**config.mk**
```make
export PLATFORM = sky130hd
export DESIGN_NAME = multi_axis_servo_ramp_controller
export DESIGN_NICKNAME = d
export VERILOG_FILES = /design/src/rtl/core/msrc_pkg.sv /design/src/rtl/core/msrc_div.sv /design/src/rtl/core/msrc_datapath.sv /design/src/rtl/core/msrc_ctrl.sv /design/src/rtl/core/multi_axis_servo_ramp_controller.sv
export SDC_FILE = /design/constraint.sdc
export NUM_CORES = 2
export LEC_CHECK = 0
export BUFFER_PORTS_ARGS = -buffer_cell sky130_fd_sc_hd__buf_2
export CAP_MARGIN = 15
export CORE_MARGIN = 3
export CORE_UTILIZATION = 34
export DETAILED_ROUTE_END_ITERATION = 12
export GPL_TIMING_DRIVEN = 1
export PLACE_DENSITY = 0.57
export SLEW_MARGIN = 25
export SYNTH_ARGS = -nofsm -noshare
export SYNTH_HDL_FRONTEND = slang
export SYNTH_HIERARCHICAL = 1
export SYNTH_SLANG_ARGS = --single-unit
```
**constraint.sdc**
```tcl
create_clock -name clk -period 15.3 [get_ports clk]
set_clock_uncertainty 0.05 [all_clocks]
set_input_delay 1.53 -clock clk [delete_from_list [all_inputs] [get_ports clk]]
set_output_delay 1.53 -clock clk [all_outputs]
set_load 0.02 [all_outputs]
```
**src/rtl/core/msrc_pkg.sv**
```systemverilog
// Package for the multi-axis servo ramp controller: widths, codes, payload types.
// Used by every module in rtl/core; depends on nothing.
package msrc_pkg;
	localparam int AXES = 8;
	localparam int ANGLE_WIDTH = 24;
	localparam int AXW = 3;
	localparam int SPW = 16;
	localparam int DW = ANGLE_WIDTH + 1;          // distance width
	localparam int PW = SPW + DW;                 // product width
	localparam logic [SPW-1:0] BASE_SPEED_RESET = 16'd26;

	localparam logic [2:0] CMD_TICK   = 3'd0;
	localparam logic [2:0] CMD_SETPT  = 3'd1;
	localparam logic [2:0] CMD_ENABLE = 3'd2;
	localparam logic [2:0] CMD_PRESET = 3'd3;
	localparam logic [2:0] CMD_COORD  = 3'd4;

	typedef struct packed {
		logic [2:0]         cmd;
		logic [2:0]         axis;
		logic signed [23:0] value;
		logic               enable;
		logic [3:0]         count;
	} in_item_t;

	typedef struct packed {
		logic [2:0]         axis_out;
		logic signed [23:0] position;
		logic [15:0]        speed;
		logic               busy_res;
		logic               last;
	} out_item_t;

	typedef enum logic [3:0] {
		OP_NONE  = 4'b0001,
		OP_STEP  = 4'b0010,
		OP_WRITE = 4'b0100,
		OP_SCAN  = 4'b1000
	} dp_op_t;

	// Commands from the controller to the datapath.
	typedef struct packed {
		dp_op_t         op;
		logic [AXW-1:0] idx;
		logic           scan_first;
		logic           div_start;   // start scaling of axis idx
		logic           emit;        // load output register from axis idx
		logic           last;
	} dp_cmd_t;

	typedef struct packed {
		logic           div_done;
		logic           big_zero;
		logic [AXW-1:0] big_idx;
	} dp_sts_t;
endpackage

```
**src/rtl/core/msrc_div.sv**
```systemverilog
// Restoring divider, one quotient bit per cycle, for speed rescaling.
// Depends on msrc_pkg.
module msrc_div (
	input  logic                    clk,
	input  logic                    arst_n,
	input  logic                    start,
	input  logic [msrc_pkg::PW-1:0] num,
	input  logic [msrc_pkg::DW-1:0] den,
	output logic                    done,
	output logic [msrc_pkg::PW-1:0] quo
);
	import msrc_pkg::*;
	localparam int CW = $clog2(PW + 1);
	logic [CW-1:0] cnt_q;
	logic          run_q;
	logic [DW:0]   rem_q;
	logic [PW-1:0] q_q;
	logic [DW-1:0] den_q;
	logic [DW:0]   trial;

	assign trial = {rem_q[DW-1:0], q_q[PW-1]} - {1'b0, den_q};

	always_ff @(posedge clk or negedge arst_n) begin
		if (!arst_n) begin
			run_q <= 1'b0;
			cnt_q <= '0;
			done  <= 1'b0;
		end else begin
			done <= 1'b0;
			if (start) begin
				run_q <= 1'b1;
				cnt_q <= CW'(PW);
			end else if (run_q) begin
				cnt_q <= cnt_q - 1'b1;
				if (cnt_q == CW'(1)) begin
					run_q <= 1'b0;
					done  <= 1'b1;
				end
			end
		end
	end

	always_ff @(posedge clk) begin
		if (start) begin
			rem_q <= '0;
			q_q   <= num;
			den_q <= den;
		end else if (run_q) begin
			if (!trial[DW]) begin
				rem_q <= trial;
				q_q   <= {q_q[PW-2:0], 1'b1};
			end else begin
				rem_q <= {rem_q[DW-1:0], q_q[PW-1]};
				q_q   <= {q_q[PW-2:0], 1'b0};
			end
		end
	end
	assign quo = q_q;
endmodule

```
**src/rtl/core/msrc_datapath.sv**
```systemverilog
// Axis state registers, step, scan and output register of the controller.
// Depends on msrc_pkg and msrc_div.
module msrc_datapath (
	input  logic                 clk,
	input  logic                 arst_n,
	input  logic [15:0]          base_speed,
	input  msrc_pkg::in_item_t   item,
	input  msrc_pkg::dp_cmd_t    dcmd,
	output msrc_pkg::dp_sts_t    sts,
	output msrc_pkg::out_item_t  res
);
	import msrc_pkg::*;
	localparam logic signed [ANGLE_WIDTH+1:0] AMAX =
		(ANGLE_WIDTH+2)'((1 <<< (ANGLE_WIDTH - 1)) - 1);
	localparam logic signed [ANGLE_WIDTH+1:0] AMIN =
		(ANGLE_WIDTH+2)'(-(1 <<< (ANGLE_WIDTH - 1)));

	logic signed [ANGLE_WIDTH-1:0] pos_q [AXES];
	logic signed [ANGLE_WIDTH-1:0] set_q [AXES];
	logic [SPW-1:0]                spd_q [AXES];
	logic [AXES-1:0]               en_q, busy_q;
	logic [DW-1:0]                 big_q;
	logic [AXW-1:0]                bi_q;
	logic                          div_done;
	logic [PW-1:0]                 quo;

	logic signed [ANGLE_WIDTH+1:0] p, s, v, val;
	logic [DW-1:0]                 dist_abs;
	logic                          far;
	logic signed [ANGLE_WIDTH+1:0] nxt, nsat;

	always_comb begin
		p    = (ANGLE_WIDTH+2)'(pos_q[dcmd.idx]);
		s    = (ANGLE_WIDTH+2)'(set_q[dcmd.idx]);
		v    = $signed({{(ANGLE_WIDTH+2-SPW){1'b0}}, spd_q[dcmd.idx]});
		val  = (ANGLE_WIDTH+2)'(item.value);
		if (val > AMAX) val = AMAX;
		if (val < AMIN) val = AMIN;
		far  = (s < p - v) || (s > p + v);
		nxt  = (s > p) ? p + v : p - v;
		nsat = nxt;
		if (nxt > AMAX) nsat = AMAX;
		if (nxt < AMIN) nsat = AMIN;
		dist_abs = (s > p) ? DW'(s - p) : DW'(p - s);
	end

	msrc_div u_div (
		.clk(clk), .arst_n(arst_n), .start(dcmd.div_start),
		.num(PW'(spd_q[dcmd.idx]) * PW'(dist_abs)), .den(big_q),
		.done(div_done), .quo(quo)
	);

	always_ff @(posedge clk or negedge arst_n) begin
		if (!arst_n) begin
			en_q   <= '0;
			busy_q <= '0;
			for (int i = 0; i < AXES; i++) begin
				pos_q[i] <= '0;
				set_q[i] <= '0;
				spd_q[i] <= BASE_SPEED_RESET;
			end
		end else begin
			unique case (dcmd.op)
				OP_STEP: begin
					if (en_q[dcmd.idx]) begin
						busy_q[dcmd.idx] <= far;
						if (far) pos_q[dcmd.idx] <= ANGLE_WIDTH'(nsat);
					end
				end
				OP_WRITE: begin
					unique case (item.cmd)
						CMD_SETPT: set_q[dcmd.idx] <= ANGLE_WIDTH'(val);
						CMD_ENABLE: en_q[dcmd.idx] <= item.enable;
						default: begin
							pos_q[dcmd.idx]  <= ANGLE_WIDTH'(val);
							set_q[dcmd.idx]  <= ANGLE_WIDTH'(val);
							en_q[dcmd.idx]   <= 1'b0;
							busy_q[dcmd.idx] <= 1'b0;
							spd_q[dcmd.idx]  <= base_speed;
						end
					endcase
				end
				default: ;
			endcase
			if (div_done) spd_q[dcmd.idx] <= SPW'(quo);
		end
	end

	always_ff @(posedge clk) begin
		if (dcmd.op == OP_SCAN) begin
			if (dcmd.scan_first || dist_abs > big_q) begin
				big_q <= dist_abs;
				bi_q  <= dcmd.idx;
			end
		end
		if (dcmd.emit) begin
			res.axis_out <= dcmd.idx;
			res.position <= pos_q[dcmd.idx];
			res.speed    <= spd_q[dcmd.idx];
			res.busy_res <= busy_q[dcmd.idx];
			res.last     <= dcmd.last;
		end
	end

	assign sts.div_done = div_done;
	assign sts.big_zero = (big_q == '0);
	assign sts.big_idx  = bi_q;
endmodule

```
**src/rtl/core/msrc_ctrl.sv**
```systemverilog
// Sequencer of the controller: accepts commands, walks axes, drives transfers.
// Depends on msrc_pkg.
module msrc_ctrl (
	input  logic               clk,
	input  logic               arst_n,
	input  logic               in_valid,
	output logic               in_ready,
	input  msrc_pkg::in_item_t in_data,
	output msrc_pkg::in_item_t item,
	output logic               out_valid,
	input  logic               out_ready,
	output msrc_pkg::dp_cmd_t  dcmd,
	input  msrc_pkg::dp_sts_t  sts
);
	import msrc_pkg::*;
	typedef enum logic [6:0] {
		S_IDLE = 7'b0000001, S_STEP = 7'b0000010, S_WRITE = 7'b0000100,
		S_SCAN = 7'b0001000, S_SCALE = 7'b0010000, S_WAIT = 7'b0100000,
		S_EMIT = 7'b1000000
	} state_t;

	state_t         state_q;
	logic [AXW:0]   i_q, n_q;
	logic           ovalid_q;
	logic [3:0]     ncl;

	assign ncl = (in_data.count > 4'(AXES)) ? 4'(AXES) : in_data.count;
	assign in_ready  = (state_q == S_IDLE);
	assign out_valid = ovalid_q;

	always_comb begin
		dcmd = '0;
		dcmd.op  = OP_NONE;
		dcmd.idx = i_q[AXW-1:0];
		dcmd.last = (i_q + 1'b1 == n_q);
		unique case (state_q)
			S_STEP:  dcmd.op = OP_STEP;
			S_WRITE: begin dcmd.op = OP_WRITE; dcmd.idx = item.axis; end
			S_SCAN:  begin dcmd.op = OP_SCAN; dcmd.scan_first = (i_q == '0); end
			S_SCALE: dcmd.div_start = (i_q[AXW-1:0] != sts.big_idx) && !sts.big_zero;
			S_EMIT:  begin
				dcmd.emit = !ovalid_q || out_ready;
				if (item.cmd != CMD_TICK && item.cmd != CMD_COORD) begin
					dcmd.idx  = item.axis;
					dcmd.last = 1'b1;
				end
			end
			default: ;
		endcase
	end

	always_ff @(posedge clk or negedge arst_n) begin
		if (!arst_n) begin
			state_q  <= S_IDLE;
			ovalid_q <= 1'b0;
			i_q      <= '0;
			n_q      <= '0;
		end else begin
			if (ovalid_q && out_ready) ovalid_q <= 1'b0;
			unique case (state_q)
				S_IDLE: if (in_valid && in_ready) begin
					i_q <= '0;
					unique case (in_data.cmd) inside
						CMD_TICK: begin state_q <= S_STEP; n_q <= (AXW+1)'(AXES); end
						CMD_SETPT, CMD_ENABLE, CMD_PRESET: state_q <= S_WRITE;
						CMD_COORD: if (ncl != 0) begin
							state_q <= S_SCAN; n_q <= ncl;
						end
						default: ;
					endcase
				end
				S_STEP: begin
					if (dcmd.last) begin state_q <= S_EMIT; i_q <= '0; end
					else i_q <= i_q + 1'b1;
				end
				S_WRITE: state_q <= S_EMIT;
				S_SCAN: begin
					if (dcmd.last) begin state_q <= S_SCALE; i_q <= '0; end
					else i_q <= i_q + 1'b1;
				end
				S_SCALE: begin
					if (dcmd.div_start) state_q <= S_WAIT;
					else if (dcmd.last) begin state_q <= S_EMIT; i_q <= '0; end
					else i_q <= i_q + 1'b1;
				end
				S_WAIT: if (sts.div_done) begin
					if (dcmd.last) begin state_q <= S_EMIT; i_q <= '0; end
					else begin state_q <= S_SCALE; i_q <= i_q + 1'b1; end
				end
				S_EMIT: if (dcmd.emit) begin
					ovalid_q <= 1'b1;
					if (dcmd.last) state_q <= S_IDLE;
					else i_q <= i_q + 1'b1;
				end
				default: state_q <= S_IDLE;
			endcase
		end
	end

	always_ff @(posedge clk) begin
		if (in_valid && in_ready) item <= in_data;
	end

`ifndef SYNTHESIS
	a_no_accept_busy: assert property (@(posedge clk) disable iff (!arst_n)
		(state_q != S_IDLE) |-> !in_ready) else $error("accept while busy");
	a_emit_holds: assert property (@(posedge clk) disable iff (!arst_n)
		(ovalid_q && !out_ready) |-> !dcmd.emit) else $error("result overwritten");
	a_wait_no_start: assert property (@(posedge clk) disable iff (!arst_n)
		(state_q == S_WAIT) |-> !dcmd.div_start) else $error("divider restarted");
`endif
endmodule

```
**src/rtl/core/multi_axis_servo_ramp_controller.sv**
```systemverilog
// Top level of the eight-axis servo ramp controller.
// Depends on msrc_pkg, msrc_ctrl and msrc_datapath.
//
// Usage: commands arrive on the in channel (valid/ready); each transfer is
// one command. Results leave on the out channel, one axis per transfer, with
// last set on the final result of a command. A tick yields eight results,
// set setpoint, enable and preset one, coordinate one per counted axis;
// unused codes, count zero yield none.
// Sequence: a single-axis command writes its axis, then emits its result;
// a tick steps all eight axes, then emits one result per axis. Coordinate
// scans the counted axes, then scales each one in the bit-serial divider
// (one quotient bit per cycle over the 41-bit speed times distance
// product), skipping the axis of largest distance and, if that distance is
// zero, every axis; then it emits one result per counted axis.
// Only one command is in work at a time; the next is accepted once the
// sequencer is idle again, while the final result may still wait in the
// output register.
// Reset clears positions, setpoints, enables and busy flags, loads speed 26
// into every axis and into base_speed. When the receiver stalls, the result
// register holds its transfer and the sequencer waits.
module multi_axis_servo_ramp_controller (
	input  logic                clk,
	input  logic                arst_n,
	input  logic                cfg_we,
	input  logic [15:0]         cfg_wdata,
	input  logic                in_valid,
	output logic                in_ready,
	input  msrc_pkg::in_item_t  in_data,
	output logic                out_valid,
	input  logic                out_ready,
	output msrc_pkg::out_item_t out_data
);
	import msrc_pkg::*;
	logic [15:0] base_speed_q;
	in_item_t    item;
	dp_cmd_t     dcmd;
	dp_sts_t     sts;

	// The preset speed register is written directly from the configuration port.
	always_ff @(posedge clk or negedge arst_n) begin
		if (!arst_n) base_speed_q <= BASE_SPEED_RESET;
		else if (cfg_we) base_speed_q <= cfg_wdata;
	end

	msrc_ctrl u_ctrl (
		.clk(clk), .arst_n(arst_n), .in_valid(in_valid), .in_ready(in_ready),
		.in_data(in_data), .item(item), .out_valid(out_valid),
		.out_ready(out_ready), .dcmd(dcmd), .sts(sts)
	);

	msrc_datapath u_dp (
		.clk(clk), .arst_n(arst_n), .base_speed(base_speed_q), .item(item),
		.dcmd(dcmd), .sts(sts), .res(out_data)
	);
endmodule

```
==> flow_summary.json <==
{
  "status": "complete, no violations",
  "drv_cap": 0,
  "grt_util_all_layers_pct": 20.8,
  "synth_area_mm2": 0.0535,
  "cts.hold.buffers_added": 0,
  "grt_pass1_vias": 41100,
  "synth_nets": 6050,
  "critPathKind": "reg -> reg",
  "place_congestion": 0.908,
  "die_h_um": 403,
  "fmax_mhz": 69.1,
  "fillers": 15300,
  "rsz0062_at_grt": "no",
  "cts-root-buf": "clkbuf_16",
  "hold_class": "reg -> reg",
  "h-tree-depth": 3,
  "slew_headroom_pct": 29.5,
  "antenna_found_initial": 2,
  "cts.sinks": 763,
  "startpoint_type": "flop",
  "post_cts_resized": 0,
  "critPathMostFrequentCell": "fa_1",
  "grt_pass1_wl_um": 259000,
  "slew_viol_final": 0,
  "whs_path_depth": 2,
  "slowest_stage": "and2_2",
  "clk_pin_slew_ns": 0.06,
  "io_pins": 103,
  "slowest_delay_ns": 0.79,
  "reg2reg_from": "u_ctrl/state_q[1]$_DFFE_PN0P_",
  "power_density_mw_per_mm2": 72.7,
  "wirelength_um": 170000,
  "reg2reg_slack_ns": 0.83,
  "hp-start": "u_dp/pos_q[190]$_DFFE_PN0P_",
  "setup_viol": 0,
  "min_to": "u_dp/pos_q[190]$_DFFE_PN0P_",
  "port_buffers": 102,
  "nets": 6033,
  "clock_latency_ns": 0.76,
  "drc": 0,
  "grt_max_degree": 169,
  "fin_util_pct": 38.4,
  "route.vias.total": 40800,
  "cts_tree": "yes",
  "critPathRequiredTime_ns": 15.68,
  "drtIter0Drc": 3647,
  "path_max_fanout": 27,
  "start_util_pct": 34.5,
  "fp.coreArea_mm2": 0.155,
  "period_share_pct": 94.6,
  "final_cell_mix": "607 x nand2_1, 540 x dfrtp_1, 526 x inv_1, 347 x nor2_1, 325 x fa_1",
  "rr_worst_depth": 44,
  "synthCells": 5373,
  "wire_per_inst_um": 22.8,
  "fin_tns_setup_ns": 0,
  "drtAntennaViolNets": 0,
  "yosysWarnings": 6,
  "peakVddDrop_mv": 0.0886,
  "post_cts_buffers": 0,
  "cts-buffers-inserted": 89,
  "syn_to_final_growth_pct": 11.5,
  "dr.pass1.iters": 6,
  "hold_ws_ns": 0.427,
  "viasPerCell": 5.46,
  "syn_avg_cell_area_um2": 9.95,
  "timing.rr.end": "u_dp/u_div/quo[40]$_DFFE_PP_",
  "die_w_um": 403,
  "leakage_uw": 0.0267,
  "arrival_ns": 14.85,
  "die_area_mm2": 0.162,
  "final_common_cell": "nand2_1",
  "hold_viol": 0,
  "drive_above_1_share_pct": 13.9,
  "clk_path_buf_depth": 3,
  "hpwl_um": 120000,
  "cp-end-kind": "flop",
  "min_period_ns": 14.47,
  "grt.overflow.total": 0,
  "tightest_slew_ns": 1.05,
  "rows": 144
}
stage by stage:
| step | setup WS [ns] | total power, uW | area, um^2 | std cells |
|---|---|---|---|---|
| 2_1_floorplan | 1.77 | 2140 | 53500 | 5373 |
| 5_1_grt | 0.0359 | 4470 | 59600 | 7475 |
| 3_5_place_dp | 0.798 | 2180 | 56500 | 7308 |
| 4_1_cts | 0.741 | 4400 | 59600 | 7474 |
| 6_report | 0.829 | 4340 | 59600 | 7480 |
| 3_3_place_gp | 0.855 | 2180 | 56500 | 7307 |
sequential cells by signal, indices dropped and copies added, names as in the netlist, 6 cells and up:
| register | flops |
|---|---|
| u_dp/busy_q | 8 |
| u_dp/en_q | 8 |
| u_dp/u_div/quo | 41 |
| u_dp/u_div/den_q | 25 |
| u_ctrl/state_q | 7 |
| u_dp/u_div/cnt_q | 6 |
| u_dp/pos_q | 192 |
| u_dp/set_q | 192 |
| u_dp/res | 45 |
| base_speed_q | 16 |
| u_dp/big_q | 25 |
| u_ctrl/item | 31 |
| u_dp/spd_q | 128 |
| u_dp/u_div/rem_q | 25 |
worst max-delay path, delay by kind of cell, from the launching register on:
kind            cells  cell delay [ns]
compound gates     14             4.71
xor+xnor            2             0.28
fa+ha+maj           8             3.62
buf+inv             7             1.13
flops               1             0.50
mux                 2             0.63
simple gates       11             3.25
per-layer routing:
metal  GRT usage, %  share of wire [%]  up-vias
met5              0                  0        -
met4           5.53                2.4        0
met3           2.92                6.1      217
met2           34.1                 47     1292
met1           28.7                 45    20800
li1               -                  -    18500
where the power goes:
| part | total (uW) | leakage, uW | internal [uW] | switching, uW |
|---|---|---|---|---|
| Sequential | 2090 | 0.00942 | 2080 | 13.6 |
| Combinational | 49.8 | 0.0158 | 13.8 | 35.9 |
| Clock | 2190 | 0.00149 | 1270 | 929 |
| Total | 4340 | 0.0267 | 3360 | 978 |
area by class of cell:
type                       count  area, um^2  area share, %
antenna                        5        12.5         0.0210
clock buffer                 128        2560           4.29
clock inverter                38         512          0.858
inverter                     547        2060           3.45
multi-input combinational   3734       30500           51.2
sequential                   763       19900           33.3
tap                         2044        2560           4.29
timing repair buffer         221        1550           2.59
worst max path at each step:
stage                                   endpoint  depth (start not counted)                          start  slack, ns
floorplan           u_dp/u_div/quo[40]$_DFFE_PP_                         51  u_ctrl/state_q[1]$_DFFE_PN0P_       1.77
global placement    u_dp/u_div/quo[39]$_DFFE_PP_                         42  u_ctrl/state_q[1]$_DFFE_PN0P_       0.85
detailed placement  u_dp/u_div/quo[40]$_DFFE_PP_                         42  u_ctrl/state_q[1]$_DFFE_PN0P_       0.80
CTS                 u_dp/u_div/quo[39]$_DFFE_PP_                         42  u_ctrl/state_q[1]$_DFFE_PN0P_       0.74
global route        u_dp/u_div/quo[40]$_DFFE_PP_                         44  u_ctrl/state_q[1]$_DFFE_PN0P_       0.04
finish              u_dp/u_div/quo[40]$_DFFE_PP_                         44  u_ctrl/state_q[1]$_DFFE_PN0P_       0.83
Power figures use the tool's default switching activity.
